**src/design/setp_pkg.sv**
```systemverilog
// setp_pkg: shared types and constants of the scored eviction tag pool.
// Used by setp_ctrl, setp_datapath and scored_eviction_tag_pool; no dependencies.
`timescale 1ns / 1ps
`default_nettype none

package setp_pkg;

    typedef enum logic [1:0] {
        ST_FREE    = 2'd0,
        ST_ACTIVE  = 2'd1,
        ST_AGED    = 2'd2,
        ST_EVICTED = 2'd3
    } t_slot_st;

    localparam logic [1:0] MODE_PUT = 2'd0;
    localparam logic [1:0] MODE_GET = 2'd1;

    localparam logic [1:0] CFG_HALF_LIFE = 2'd0;
    localparam logic [1:0] CFG_FULL_LIFE = 2'd1;
    localparam logic [1:0] CFG_MAX_POINTS = 2'd2;

    localparam int CFG_ADDR_W = 2;
    localparam int CFG_DATA_W = 32;

    localparam int KEY_W   = 64;
    localparam int SEC_W   = 16;
    localparam int TAG_W   = 16;
    localparam int CNT_W   = 13;
    localparam int TIME_W  = 64;
    localparam int HITS_W  = 4;
    localparam int PTS_W   = 10;
    localparam int SUM_W   = 16;
    localparam int CTR_W   = 64;
    localparam int MODE_W  = 2;
    localparam int SLOT_W  = 6;
    localparam int POP_W   = 7;
    localparam int THR_W   = 52;

    localparam int MAX_PLAN_ENTRIES = 4096;
    localparam logic [THR_W-CFG_DATA_W-1:0] NS_PER_MS = 20'd1000000;
    localparam logic [PTS_W-1:0] POINTS_MAX = 10'd1023;
    localparam logic [HITS_W-1:0] HITS_MAX = 4'd15;
    localparam logic [HITS_W-1:0] HIT_CAP = 4'd10;
    localparam logic [HITS_W-1:0] SCORE_BASE = 4'd10;

    // ceil(c*16/100) = ((c*16 + 99) * RECIP_100) >> RECIP_SH
    localparam int PT_X_W = 18;
    localparam logic [PT_X_W-1:0] PT_ROUND = 18'd99;
    localparam logic [PT_X_W-1:0] RECIP_100 = 18'd167773;
    localparam int RECIP_SH = 24;

    // age_ns / 1e9 by restoring division, several quotient bits per cycle
    localparam int QUO_W = 35;
    localparam int REM_W = 30;
    localparam int DIV_STEPS = 5;
    localparam int DIV_CYCLES = QUO_W / DIV_STEPS;
    localparam int DIV_CNT_W = 3;
    localparam logic [REM_W:0] NS_PER_S = 31'd1000000000;
    localparam int SCORE_W = QUO_W + 1;

    // tdata layout, lowest bit first
    localparam int IN_KH_LSB  = 0;
    localparam int IN_KL_LSB  = IN_KH_LSB + KEY_W;
    localparam int IN_SEC_LSB = IN_KL_LSB + KEY_W;
    localparam int IN_TAG_LSB = IN_SEC_LSB + SEC_W;
    localparam int IN_CNT_LSB = IN_TAG_LSB + TAG_W;
    localparam int IN_NOW_LSB = IN_CNT_LSB + CNT_W;
    localparam int IN_DATA_W  = 240;

    localparam int OUT_SLOT_LSB = 0;
    localparam int OUT_CNT_LSB  = OUT_SLOT_LSB + SLOT_W;
    localparam int OUT_DROP_LSB = OUT_CNT_LSB + CNT_W;
    localparam int OUT_POP_LSB  = OUT_DROP_LSB + 1;
    localparam int OUT_PTS_LSB  = OUT_POP_LSB + POP_W;
    localparam int OUT_HIT_LSB  = OUT_PTS_LSB + SUM_W;
    localparam int OUT_MISS_LSB = OUT_HIT_LSB + CTR_W;
    localparam int OUT_EVC_LSB  = OUT_MISS_LSB + CTR_W;
    localparam int OUT_AGE_LSB  = OUT_EVC_LSB + CTR_W;
    localparam int OUT_USED_W   = OUT_AGE_LSB + CTR_W;
    localparam int OUT_DATA_W   = 304;

    typedef struct packed {
        logic [KEY_W-1:0]  key_high;
        logic [KEY_W-1:0]  key_low;
        logic [SEC_W-1:0]  section;
        logic [TAG_W-1:0]  tag;
        logic [TIME_W-1:0] put_time;
        logic [TIME_W-1:0] last_use;
        logic [HITS_W-1:0] hits;
        logic [PTS_W-1:0]  points;
        logic [CNT_W-1:0]  count;
    } t_entry;

    typedef struct packed {
        logic load;
        logic prep;
        logic scan_start;
        logic sweep;
        logic match;
        logic score;
        logic commit;
    } t_cmd;

    typedef struct packed {
        logic scan_done;
        logic need_score;
        logic out_free;
    } t_sts;

endpackage

`default_nettype wire

```
**src/design/setp_ctrl.sv**
```systemverilog
// setp_ctrl: sequencer of one request: capture, setup, sweep pass, match pass,
// optional scoring pass, commit. Depends on setp_pkg.
`timescale 1ns / 1ps
`default_nettype none

module setp_ctrl (
    input  wire               i_clk,
    input  wire               i_rst_n,
    input  wire               i_in_valid,
    output logic              o_in_ready,
    input  setp_pkg::t_sts    i_sts,
    output setp_pkg::t_cmd    o_cmd
);

    typedef enum logic [5:0] {
        S_IDLE   = 6'b000001,
        S_PREP   = 6'b000010,
        S_SWEEP  = 6'b000100,
        S_MATCH  = 6'b001000,
        S_SCORE  = 6'b010000,
        S_COMMIT = 6'b100000
    } t_state;

    t_state r_state;
    t_state n_state;

    always_comb begin
        n_state = r_state;
        o_cmd = '0;
        unique case (r_state)
            S_IDLE: begin
                if (i_in_valid) begin
                    o_cmd.load = 1'b1;
                    n_state = S_PREP;
                end
            end
            S_PREP: begin
                o_cmd.prep = 1'b1;
                o_cmd.scan_start = 1'b1;
                n_state = S_SWEEP;
            end
            S_SWEEP: begin
                o_cmd.sweep = 1'b1;
                if (i_sts.scan_done) begin
                    o_cmd.scan_start = 1'b1;
                    n_state = S_MATCH;
                end
            end
            S_MATCH: begin
                o_cmd.match = 1'b1;
                if (i_sts.scan_done) begin
                    if (i_sts.need_score) begin
                        o_cmd.scan_start = 1'b1;
                        n_state = S_SCORE;
                    end else begin
                        n_state = S_COMMIT;
                    end
                end
            end
            S_SCORE: begin
                o_cmd.score = 1'b1;
                if (i_sts.scan_done) begin
                    n_state = S_COMMIT;
                end
            end
            S_COMMIT: begin
                if (i_sts.out_free) begin
                    o_cmd.commit = 1'b1;
                    n_state = S_IDLE;
                end
            end
            default: begin
                n_state = S_IDLE;
            end
        endcase
    end

    always_ff @(posedge i_clk) begin
        if (!i_rst_n) begin
            r_state <= S_IDLE;
        end else begin
            r_state <= n_state;
        end
    end

    assign o_in_ready = (r_state == S_IDLE);

endmodule

`default_nettype wire

```
**config.mk**
```make
export PLATFORM = sky130hd
export DESIGN_NAME = setp_ctrl
export DESIGN_NICKNAME = d
export VERILOG_FILES = /design/src/design/setp_pkg.sv /design/src/design/setp_ctrl.sv
export SDC_FILE = /design/constraint.sdc
export NUM_CORES = 1
export LEC_CHECK = 0
export ABC_AREA = 1
export BUFFER_PORTS_ARGS = -buffer_cell sky130_fd_sc_hd__buf_4
export CAP_MARGIN = 40
export CORE_AREA = 2 2 39 41
export CTS_BUF_LIST = sky130_fd_sc_hd__clkbuf_4 sky130_fd_sc_hd__clkbuf_8
export DETAILED_ROUTE_END_ITERATION = 7
export DIE_AREA = 0 0 41 43
export GPL_TIMING_DRIVEN = 0
export MAX_ROUTING_LAYER = met4
export PLACE_DENSITY = 0.59
export SETUP_SLACK_MARGIN = 0.3
export SLEW_MARGIN = 20
export SYNTH_ARGS = -nofsm -noshare
export SYNTH_HDL_FRONTEND = slang
export SYNTH_SLANG_ARGS = --single-unit
```
**constraint.sdc**
```tcl
create_clock -name i_clk -period 1.35 [get_ports i_clk]
set_clock_uncertainty 0.15 [all_clocks]
set_input_delay 0.135 -clock i_clk [delete_from_list [all_inputs] [get_ports i_clk]]
set_output_delay 0.135 -clock i_clk [all_outputs]
set_load 0.05 [all_outputs]
```
# Yosys cells after proc, flatten, opt, wreduce, memory -nomap -nowiden
# Index checks and enable logic that the tools add are counted.
# classes
n_addsub,0
mul,0
div_mod_pow,0
order_cmp,0
eq_ne,11
shifts,0
muxes,19
bitwise_logic,0
reduce_logical,1
# ops
op,n
6-bit 2-to-1 mux,6
6-bit case mux with 6 select lines,1
1-bit 2-to-1 mux,11
2-bit != test (second input constant),5
6-bit by 1-bit equality test with 1-bit output (second input constant),1
6-bit by 2-bit equality test with 1-bit output (second input constant),1
6-bit by 3-bit equality test with 1-bit output (second input constant),1
6-bit by 4-bit equality test with 1-bit output (second input constant),1
6-bit by 5-bit equality test with 1-bit output (second input constant),1
6-bit equality test (second input constant),1
5-bit AND reduction,1
1-bit case mux with 3 select lines,1
# word_totals
ff_bits,6
latchBits,0
mem_bits_rw,0
mem_bits_ro,0
in_bits,6
out_inout_bits,8
word_cells,32
memories,0

# Longest topological paths before layout
# Gate-level depths: netlist (run 1).
# logic_depth
ltp_word,3
ltp_mapped,9
ltp_nobuf,9

# Worst setup path before layout (run 1)
# Ideal clock, no wire load.
# synth_path
kind,register to output
startpoint,register r_state[1]
endpoint,output o_cmd[4] (netlist name)
arrival_time_ps,1789
setup_slack_ps,-724
path_stages_with_launch,6
path_buffers,0
cell_sequence,dfxtp_1 -> nor2_4 -> nand3_2 -> inv_1 -> nor2_1 -> o21ai_1
# synth_rtl
element,line_no,text
from (decl),setp_ctrl.sv:24,t_state r_state;
from (signal assigned),setp_ctrl.sv:82,r_state <= n_state;
to (decl),setp_ctrl.sv:12,output setp_pkg::t_cmd o_cmd

==> flow_metrics.tcl, run 1 <==
set metrics [dict create \
    crit-reg2reg-launch "r_state[4]$_SDFFE_PN0P_" \
    powerDensity_nw_per_um2 1600 \
    crit_chain "nor2_4 > nand3_4 > nor2_4 > nor2_4 > o21ai_4 > buf_6" \
    crit-reg2reg-capture "r_state[4]$_SDFFE_PN0P_" \
    grt-ovfl-total 0 \
    grt_pass1_wl_um 1730 \
    antenna_found_initial 0 \
    hpwl_um 745 \
    via_per_inst 4.52 \
    drv_slew 0 \
    die-area_sq_um 1760 \
    synth_top_cell_area_share 0.284 \
    route.vias.total 511 \
    start_kind "flop" \
    ys_warn_count 0 \
    fin_cells 113 \
    coreArea_sq_um 1380 \
    drtAntennaViolNets 0 \
    drtIter0Drc 7 \
    hold_depth 3 \
    critPathMostFrequentCell "nor2_4" \
    die_w_um 41 \
    synthesis.area_sq_um 423 \
    final_hold_viol_count 0 \
    nets 105 \
    ys_types 14 \
    dp.cells 97 \
    rrSetupSlack_ns -0.09 \
    drive_gt1_frac 0.639 \
    synth_area_leaders "dfxtp_1 28%, inv_1 14%, nor2_1 12%" \
    violations "setup timing" \
    wire_per_inst_um 10.9 \
    crit_type "flop to output pin" \
    cts_num_sinks 6 \
    gp_congestion 0.784 \
    path_max_fanout 5 \
    yosys.area_share.simple 0.494 \
    grtUsageTotal 0.140 \
    grt_pass1_vias 425 \
    clock_path_buffers 2 \
    io_buffer_count 13 \
    critPathMaxStageDelay_ns 0.33 \
    cts_tree "done" \
    rows 14 \
    timing.final.crit_share 1.21 \
    grt_max_degree 7 \
    htreeDepth 1 \
    syn_inst 68 \
    fmaxAchievable_mhz 612 \
    slowest_stage "dfxtp_2" \
    clk_pin_slew_worst_paths_ns 0.05 \
    hold_path_class "primary input to flop" \
    yosys.area_share.adder 0 \
    nFillCells 123 \
    numCtsBuffers 3 \
    slew_headroom 0.799 \
    clock_latency_ns 0.23 \
    syn2layout_area_growth_pct 101 \
    synthXorXnorAreaFrac 0 \
    synth.area.mux_share 0 \
    timing.final.ws_setup_ns -0.285 \
    status "finished, violations left" \
    antenna_cells 0 \
    p_leak_nw 0.375 \
    dr.pass1.iters 4 \
    final_cell_area_sq_um 851 \
    synth-compound-area-share 0.0710 \
    hold_end "r_state[3]$_SDFFE_PN0P_" \
    rsz0062_at_grt "true" \
    worst_r2r_path_depth 9 \
    yosysTopAreaCell "dfxtp_1" \
    synth_top_family_by_area "simple AND/OR/NAND/NOR gates" \
    drc_errors 0 \
    top_register "r_state" \
    tightest_slew_ns 0.300 \
    syn_avg_cell_area_sq_um 6.22 \
    reg_top3 "r_state x6" \
    ios 14 \
    utilization 0.615 \
    start_util 0.306 \
    place_area_sq_um 617 \
    syn_nets 74 \
    cts-root-buf "clkbuf_4" \
    cp.required_ns 1.07 \
    min_period_ns 1.64 \
    drv_cap 0 \
    arrival_ns 1.35 \
    setup_viol 11 \
    crit_start "r_state[4]$_SDFFE_PN0P_" \
    synth-seq-cells 6 \
    hold_path_startpoint "i_sts[2]" \
    end_kind "output pin" \
    ir_drop_v 0.000795 \
    ys_seq_area_frac 0.284 \
    die_h_um 43 \
    largest_register_ffs 6 \
    wl_um 1230 \
]
## worst max path at each step
| stage | to | cells past startpoint | slack, ns |
|---|---|---|---|
| 3_5_place_dp | o_cmd[4] | 6 | -0.26 |
| 4_1_cts | o_cmd[4] | 6 | -0.32 |
| 3_3_place_gp | o_cmd[4] | 6 | -0.27 |
| 2_1_floorplan | o_cmd[4] | 5 | -0.17 |
| 6_report | o_cmd[4] | 6 | -0.29 |
| 5_1_grt | o_cmd[4] | 6 | -0.33 |
## Yosys cell counts
master   count
inv_1       16
nor2_2       1
a21oi_1      4
nor2_4       2
o21ai_1      2
nor3_1       1
dfxtp_1      6
nor2_1      14
nand4_1      4
inv_2        1
nand2_2      2
nand3_1      3
nand3_2      4
nand2_1      8
## where the power goes
part	internal (mW)	total (mW)	switching (mW)
Sequential	0.229	0.271	0.0421
Combinational	0.366	0.932	0.566
Clock	0.100	0.161	0.0607
## stage by stage
stage	hold slack, ns	power, mW	setup TNS [ns]	setup slack (ns)
final	0.0109	1.36	-1.95	-0.285
after global routing	0.0238	1.45	-2.52	-0.329
after CTS	0.00953	1.25	-2.35	-0.324
after detailed placement	0.233	0.935	-0.730	-0.264
after global placement	0.235	0.934	-0.705	-0.265
after floorplan	0.0980	0.799	-0.313	-0.174
## critical path, delay by kind of cell (launching register included)
kind,cells,cell delay (ns)
and+or+nand+nor,4,0.51
DFF,1,0.33
buffers and inverters,1,0.17
AOI/OAI and AO/OA,1,0.11
## layer usage
metal	routed length, um	global-route usage
met5	0	-
met4	7	0.0400
met3	37	0.0157
met2	662	0.206
met1	522	0.196
## area by class of cell
class	instances	area, sq um	area share
timing repair buffer	26	250	0.294
tap	16	20.0	0.0235
sequential	6	133	0.156
clock buffer	3	22.5	0.0265
multi-input combinational	45	344	0.404
inverter	17	81.3	0.0956
## kinds of logic (layout without fill, tap and decap cells)
| kind of cell | Yosys count | in the layout |
|---|---|---|
| and+or+nand+nor | 39 | 39 |
| buffers and inverters | 17 | 46 |
| AOI/OAI and AO/OA | 6 | 6 |
| DFF | 6 | 6 |
## cells in the final DEF (no fill, tap or decap)
master	n
a21oi_2	1
o21ai_1	1
nand4_1	4
inv_4	1
buf_4	16
nand3_1	1
nand2_1	8
clkinvlp_4	4
nor2_2	3
nand2_2	2
buf_6	4
dfxtp_4	2
inv_1	10
nor2_4	8
nand3_4	4
nor2_1	6
dlygate4sd3_1	1
buf_8	5
a21oi_1	3
nor3_1	1
o21ai_4	1
nand3_2	2
inv_2	2
dfxtp_2	4
clkbuf_4	3
## repair_timing
action,in CTS,in global routing
hold buffers,1,0
pin swaps,7,6
setup buffers,6,6
endpoints found under the hold margin,2,0
gates resized for setup,15,12
endpoints found under the setup margin,14,14
No activity file was read; power rests on OpenSTA's default activity.
==> inputs of run 2 (changes only) <==
--- a/config.mk
+++ b/config.mk
@@ -14,7 +14,7 @@
 export DIE_AREA = 0 0 41 43
 export GPL_TIMING_DRIVEN = 0
 export MAX_ROUTING_LAYER = met4
-export PLACE_DENSITY = 0.59
+export PLACE_DENSITY_LB_ADDON = 0.3
 export SETUP_SLACK_MARGIN = 0.3
 export SLEW_MARGIN = 20
 export SYNTH_ARGS = -nofsm -noshare
==> constraint.sdc (replaced) <==
create_clock -name i_clk -period 1.42 [get_ports i_clk]
set_clock_uncertainty 0.15 [all_clocks]
set_input_delay 0.142 -clock i_clk [delete_from_list [all_inputs] [get_ports i_clk]]
set_output_delay 0.142 -clock i_clk [all_outputs]
set_load 0.05 [all_outputs]
==> flow_metrics.tcl, run 2 (same netlist as run 1, synthesis figures left out) <==
set metrics [dict create \
    top_register "r_state" \
    violations "setup timing" \
    clock_latency_ns 0.26 \
    numCtsBuffers 3 \
    rsz0062_at_grt "true" \
    die-area_sq_um 1760 \
    hold_ws_ns 0.0964 \
    slew_headroom 0.845 \
    ios 14 \
    io_buffer_count 13 \
    gp_congestion 0.814 \
    final_hold_viol_count 0 \
    cts_num_sinks 6 \
    route.vias.total 548 \
    drv_cap 0 \
    clock_path_buffers 2 \
    setup_viol 11 \
    largest_register_ffs 6 \
    crit_type "flop to output pin" \
    wire_per_inst_um 11.6 \
    drv_slew 0 \
    dp_slack_ns -0.197 \
    grt_max_degree 7 \
    ir_drop_v 0.000662 \
    grt-ovfl-total 0 \
    timing.final.ws_setup_ns -0.289 \
    cts_tree "done" \
    hpwl_um 748 \
    grt_pass1_wl_um 2050 \
    reg_top3 "r_state x6" \
    powerDensity_nw_per_um2 1450 \
    tightest_slew_ns 0.231 \
    fin_setup_tns_ns -1.77 \
    clk_pin_slew_worst_paths_ns 0.05 \
    start_kind "flop" \
    grt_pass1_vias 513 \
    rows 14 \
    cp.required_ns 1.13 \
    drtIter0Drc 6 \
    drc_errors 0 \
    hold_path_class "primary input to flop" \
    syn2layout_area_growth_pct 120 \
    fmaxAchievable_mhz 585 \
    timing.final.crit_share 1.20 \
    p_leak_nw 0.413 \
    htreeDepth 1 \
    end_kind "output pin" \
    antenna_cells 0 \
    layout_common_cells "10 x buf_4, 10 x buf_6, 9 x inv_1, 9 x nor2_4, 8 x nand2_1" \
    min_period_ns 1.71 \
    die_w_um 41 \
    via_per_inst 4.77 \
    antenna_found_initial 0 \
    drtAntennaViolNets 0 \
    nets 107 \
    status "finished, violations left" \
    grtUsageTotal 0.177 \
    start_util 0.306 \
    cts-root-buf "clkbuf_4" \
    wl_um 1330 \
    coreArea_sq_um 1380 \
    die_h_um 43 \
    drive_gt1_frac 0.667 \
    arrival_ns 1.42 \
    path_max_fanout 4 \
    dr.pass1.iters 4 \
]
run 2: cell count changes in the layout (fill, tap and decap cells not counted), moves of 2 or more:
cell     delta
buf_6       +6
nand2_4     +2
buf_4       -6
nand2_2     -2
run 2: worst paths after layout:
path,from,slack (ns),to,cells past startpoint
worst max-delay path,r_state[4]$_SDFFE_PN0P_,-0.29,o_cmd[4],6
worst min-delay path,i_in_valid,0.1,r_state[1]$_SDFFE_PN0P_,3
worst max register to register,r_state[2]$_SDFFE_PN0P_,-0.09,r_state[4]$_SDFFE_PN0P_,11
worst min register to register,r_state[4]$_SDFFE_PN0P_,0.44,r_state[4]$_SDFFE_PN0P_,4
run 2: repair_timing:
item                                    CTS  global route
hold buffers                              2             0
endpoints found under the setup margin   14            14
gates resized for setup                  22            21
buffers inserted                         10             3
hold endpoints to repair                  3             0
pin swaps                                10             7
run 2: per-stage QoR:
stage	cell area [sq um]	utilization	total power, mW	cells
finish	932	0.674	1.35	115
global route	932	0.674	1.42	115
CTS	821	0.593	1.21	112
detailed placement	617	0.446	0.892	97
global placement	617	0.446	0.886	97
floorplan	499	-	0.760	68
run 2: cell type report:
type,count,area (sq um)
clock buffers,3,22.5
fillers,104,452
inverters,17,83.8
multi-input cells,45,375
flip-flops and latches,6,133
well taps,16,20.0
repair buffers,28,298
run 2: worst max-delay path, stage by stage (launching register included):
cell	delay, ns
dfxtp_2	0.33
nor2_4	0.20
buf_6	0.13
nand4_1	0.11
buf_6	0.17
o21ai_4	0.05
buf_6	0.17
run 2: power breakdown:
group          switching (mW)  total, mW  leakage (nW)  internal [mW]
Combinational           0.542      0.917         0.347          0.375
Clock                  0.0710      0.167        0.0138         0.0962
Sequential             0.0455      0.264        0.0517          0.218
run 2: layer usage:
layer,track usage,routed length (um),part of all wire
met1,0.190,525,0.39
met2,0.297,730,0.55
met3,0.0157,52,0.039
met4,0.100,25,0.019
met5,-,0,0
==> inputs of run 3 (changes only) <==
==> constraint.sdc (replaced) <==
create_clock -name i_clk -period 1.42 [get_ports i_clk]
set_clock_uncertainty 0.15 [all_clocks]
set_input_delay 0.142 -clock i_clk [delete_from_list [all_inputs] [get_ports i_clk]]
set_output_delay 0.142 -clock i_clk [all_outputs]
set_load 0.1 [all_outputs]
==> flow_metrics.tcl, run 3 (same netlist as run 1, synthesis figures left out) <==
set metrics [dict create \
    arrival_ns 1.45 \
    end_kind "output pin" \
    final_hold_viol_count 0 \
    nets 109 \
    critPathMaxStageDelay_ns 0.35 \
    drive_gt1_frac 0.673 \
    clock_latency_ns 0.25 \
    wl_met3_um 65 \
    slowest_stage "dfxtp_4" \
    cp.required_ns 1.13 \
    syn2layout_area_growth_pct 125 \
    met1_length_um 578 \
    top_register "r_state" \
    timing.final.crit_share 1.23 \
    largest_register_ffs 6 \
    p_leak_nw 0.406 \
    seq_power_share 0.162 \
    coreArea_sq_um 1380 \
    utilization 0.689 \
    wl_met2_um 860 \
    crit_cells 6 \
    wire_per_inst_um 13.0 \
    die_w_um 41 \
    hold_path_class "primary input to flop" \
    grt-ovfl-total 0 \
    setup_viol 13 \
    reg_top3 "r_state x6" \
    drtIter0Drc 9 \
    ir_drop_v 0.000799 \
    grt_pass1_wl_um 2270 \
    combPwrFrac 0.736 \
    fmaxAchievable_mhz 575 \
    rows 14 \
    final_common_cell "buf_4" \
    grtUsageTotal 0.200 \
    tightest_slew_ns 0.272 \
    clk_pin_slew_worst_paths_ns 0.05 \
    start_util 0.306 \
    start_kind "flop" \
    gp_congestion 0.825 \
    dr.pass1.iters 3 \
    layout_common_cells "17 x buf_4, 10 x inv_1, 8 x nor2_4, 8 x buf_12" \
    cp_num_buf_inv 1 \
    violations "setup timing" \
    worst_r2r_path_depth 8 \
    slew_headroom 0.818 \
    route.vias.total 546 \
    cts_num_sinks 6 \
    drtAntennaViolNets 0 \
    drv_cap 0 \
    htreeDepth 1 \
    cts-root-buf "clkbuf_4" \
    antenna_found_initial 0 \
    cts_tree "done" \
    drc_errors 0 \
    dr.max_layer_used "met4" \
    hold_depth 4 \
    dp_slack_ns -0.362 \
    wl_um 1530 \
    critPathMostFrequentCell "nor2_4" \
    antenna_cells 0 \
    clock_path_buffers 2 \
    drv_slew 0 \
    numCtsBuffers 3 \
    p_sw_frac 0.524 \
    die_h_um 43 \
    crit_type "flop to output pin" \
    min_period_ns 1.74 \
    powerDensity_nw_per_um2 1710 \
    crit_chain "nor2_4 > nand3_4 > nor2_4 > nor2_4 > o21ai_4 > buf_12" \
    switching_power_mw 0.856 \
    die-area_sq_um 1760 \
    ios 14 \
    clkPwrFrac 0.101 \
    rsz0062_at_grt "true" \
    internal-power_mw 0.777 \
    path_max_fanout 5 \
    io_buffer_count 13 \
    timing.final.ws_setup_ns -0.320 \
    grt_pass1_vias 525 \
    hpwl_um 757 \
    via_per_inst 4.67 \
    cpLargestDelayFamily "simple AND/OR/NAND/NOR gates" \
    grt_max_degree 7 \
    status "finished, violations left" \
]
==> run 3: changes by cell type in the layout (fill, tap and decap cells not counted), sizes merged <==
| cell | delta |
|---|---|
| clkinvlp | +1 |
| buf | +2 |
| inv | -1 |
==> run 3: worst reg2reg max path, cell delays in order (launching register included) <==
cell	delay [ns]
dfxtp_4	0.35
nor2_4	0.22
buf_4	0.17
nand3_4	0.12
clkinvlp_4	0.14
buf_4	0.10
buf_4	0.09
a21oi_1	0.05
o21ai_1	0.07
==> run 3: repair_timing <==
item / in CTS / in global routing
endpoints found under the hold margin: 3 / 0
setup endpoints to repair: 14 / 14
gates resized for setup: 40 / 5
hold buffers: 2 / 0
pin swaps: 8 / 7
buffers inserted: 9 / 6
==> run 3: final timing paths <==
| path | start | end | slack [ns] |
|---|---|---|---|
| worst max-delay path | r_state[4]$_SDFFE_PN0P_ | o_cmd[4] | -0.32 |
| worst min-delay path | i_sts[2] | r_state[2]$_SDFFE_PN0P_ | 0.10 |
| worst max register to register | r_state[4]$_SDFFE_PN0P_ | r_state[0]$_SDFFE_PN1P_ | -0.10 |
| worst min register to register | r_state[5]$_SDFFE_PN0P_ | r_state[5]$_SDFFE_PN0P_ | 0.48 |
==> run 3: power by group through the flow <==
stage	Combinational [mW]	Sequential (mW)	Clock [mW]
after floorplan	0.678	0.260	0
after global placement	0.802	0.265	0
after detailed placement	0.803	0.267	0
after CTS	1.10	0.263	0.170
after global routing	1.26	0.268	0.180
final	1.20	0.265	0.165
==> run 3: per-stage QoR <==
step	setup TNS [ns]	hold WS [ns]	cell area [sq um]	total power, mW	std cells
4_1_cts	-1.78	0.0818	887	1.53	111
3_3_place_gp	-0.921	0.242	616	1.07	97
2_1_floorplan	-1.35	0.105	498	0.938	68
6_report	-2.25	0.104	953	1.63	117
3_5_place_dp	-0.961	0.240	616	1.07	97
5_1_grt	-3.00	0.128	953	1.71	117
==> run 3: layout make-up <==
cell class / count / area, sq um
repair buffers: 30 / 342
multi-input cells: 45 / 352
fillers: 119 / 430
inverters: 17 / 82.6
clock buffers: 3 / 22.5
well taps: 16 / 20.0
flip-flops and latches: 6 / 135
==> run 3: metal layers <==
| layer | vias up | track usage |
|---|---|---|
| li1 | 277 | - |
| met1 | 251 | 0.203 |
| met2 | 16 | 0.341 |
| met3 | 2 | 0.0366 |
| met4 | 0 | 0.100 |
| met5 | - | - |
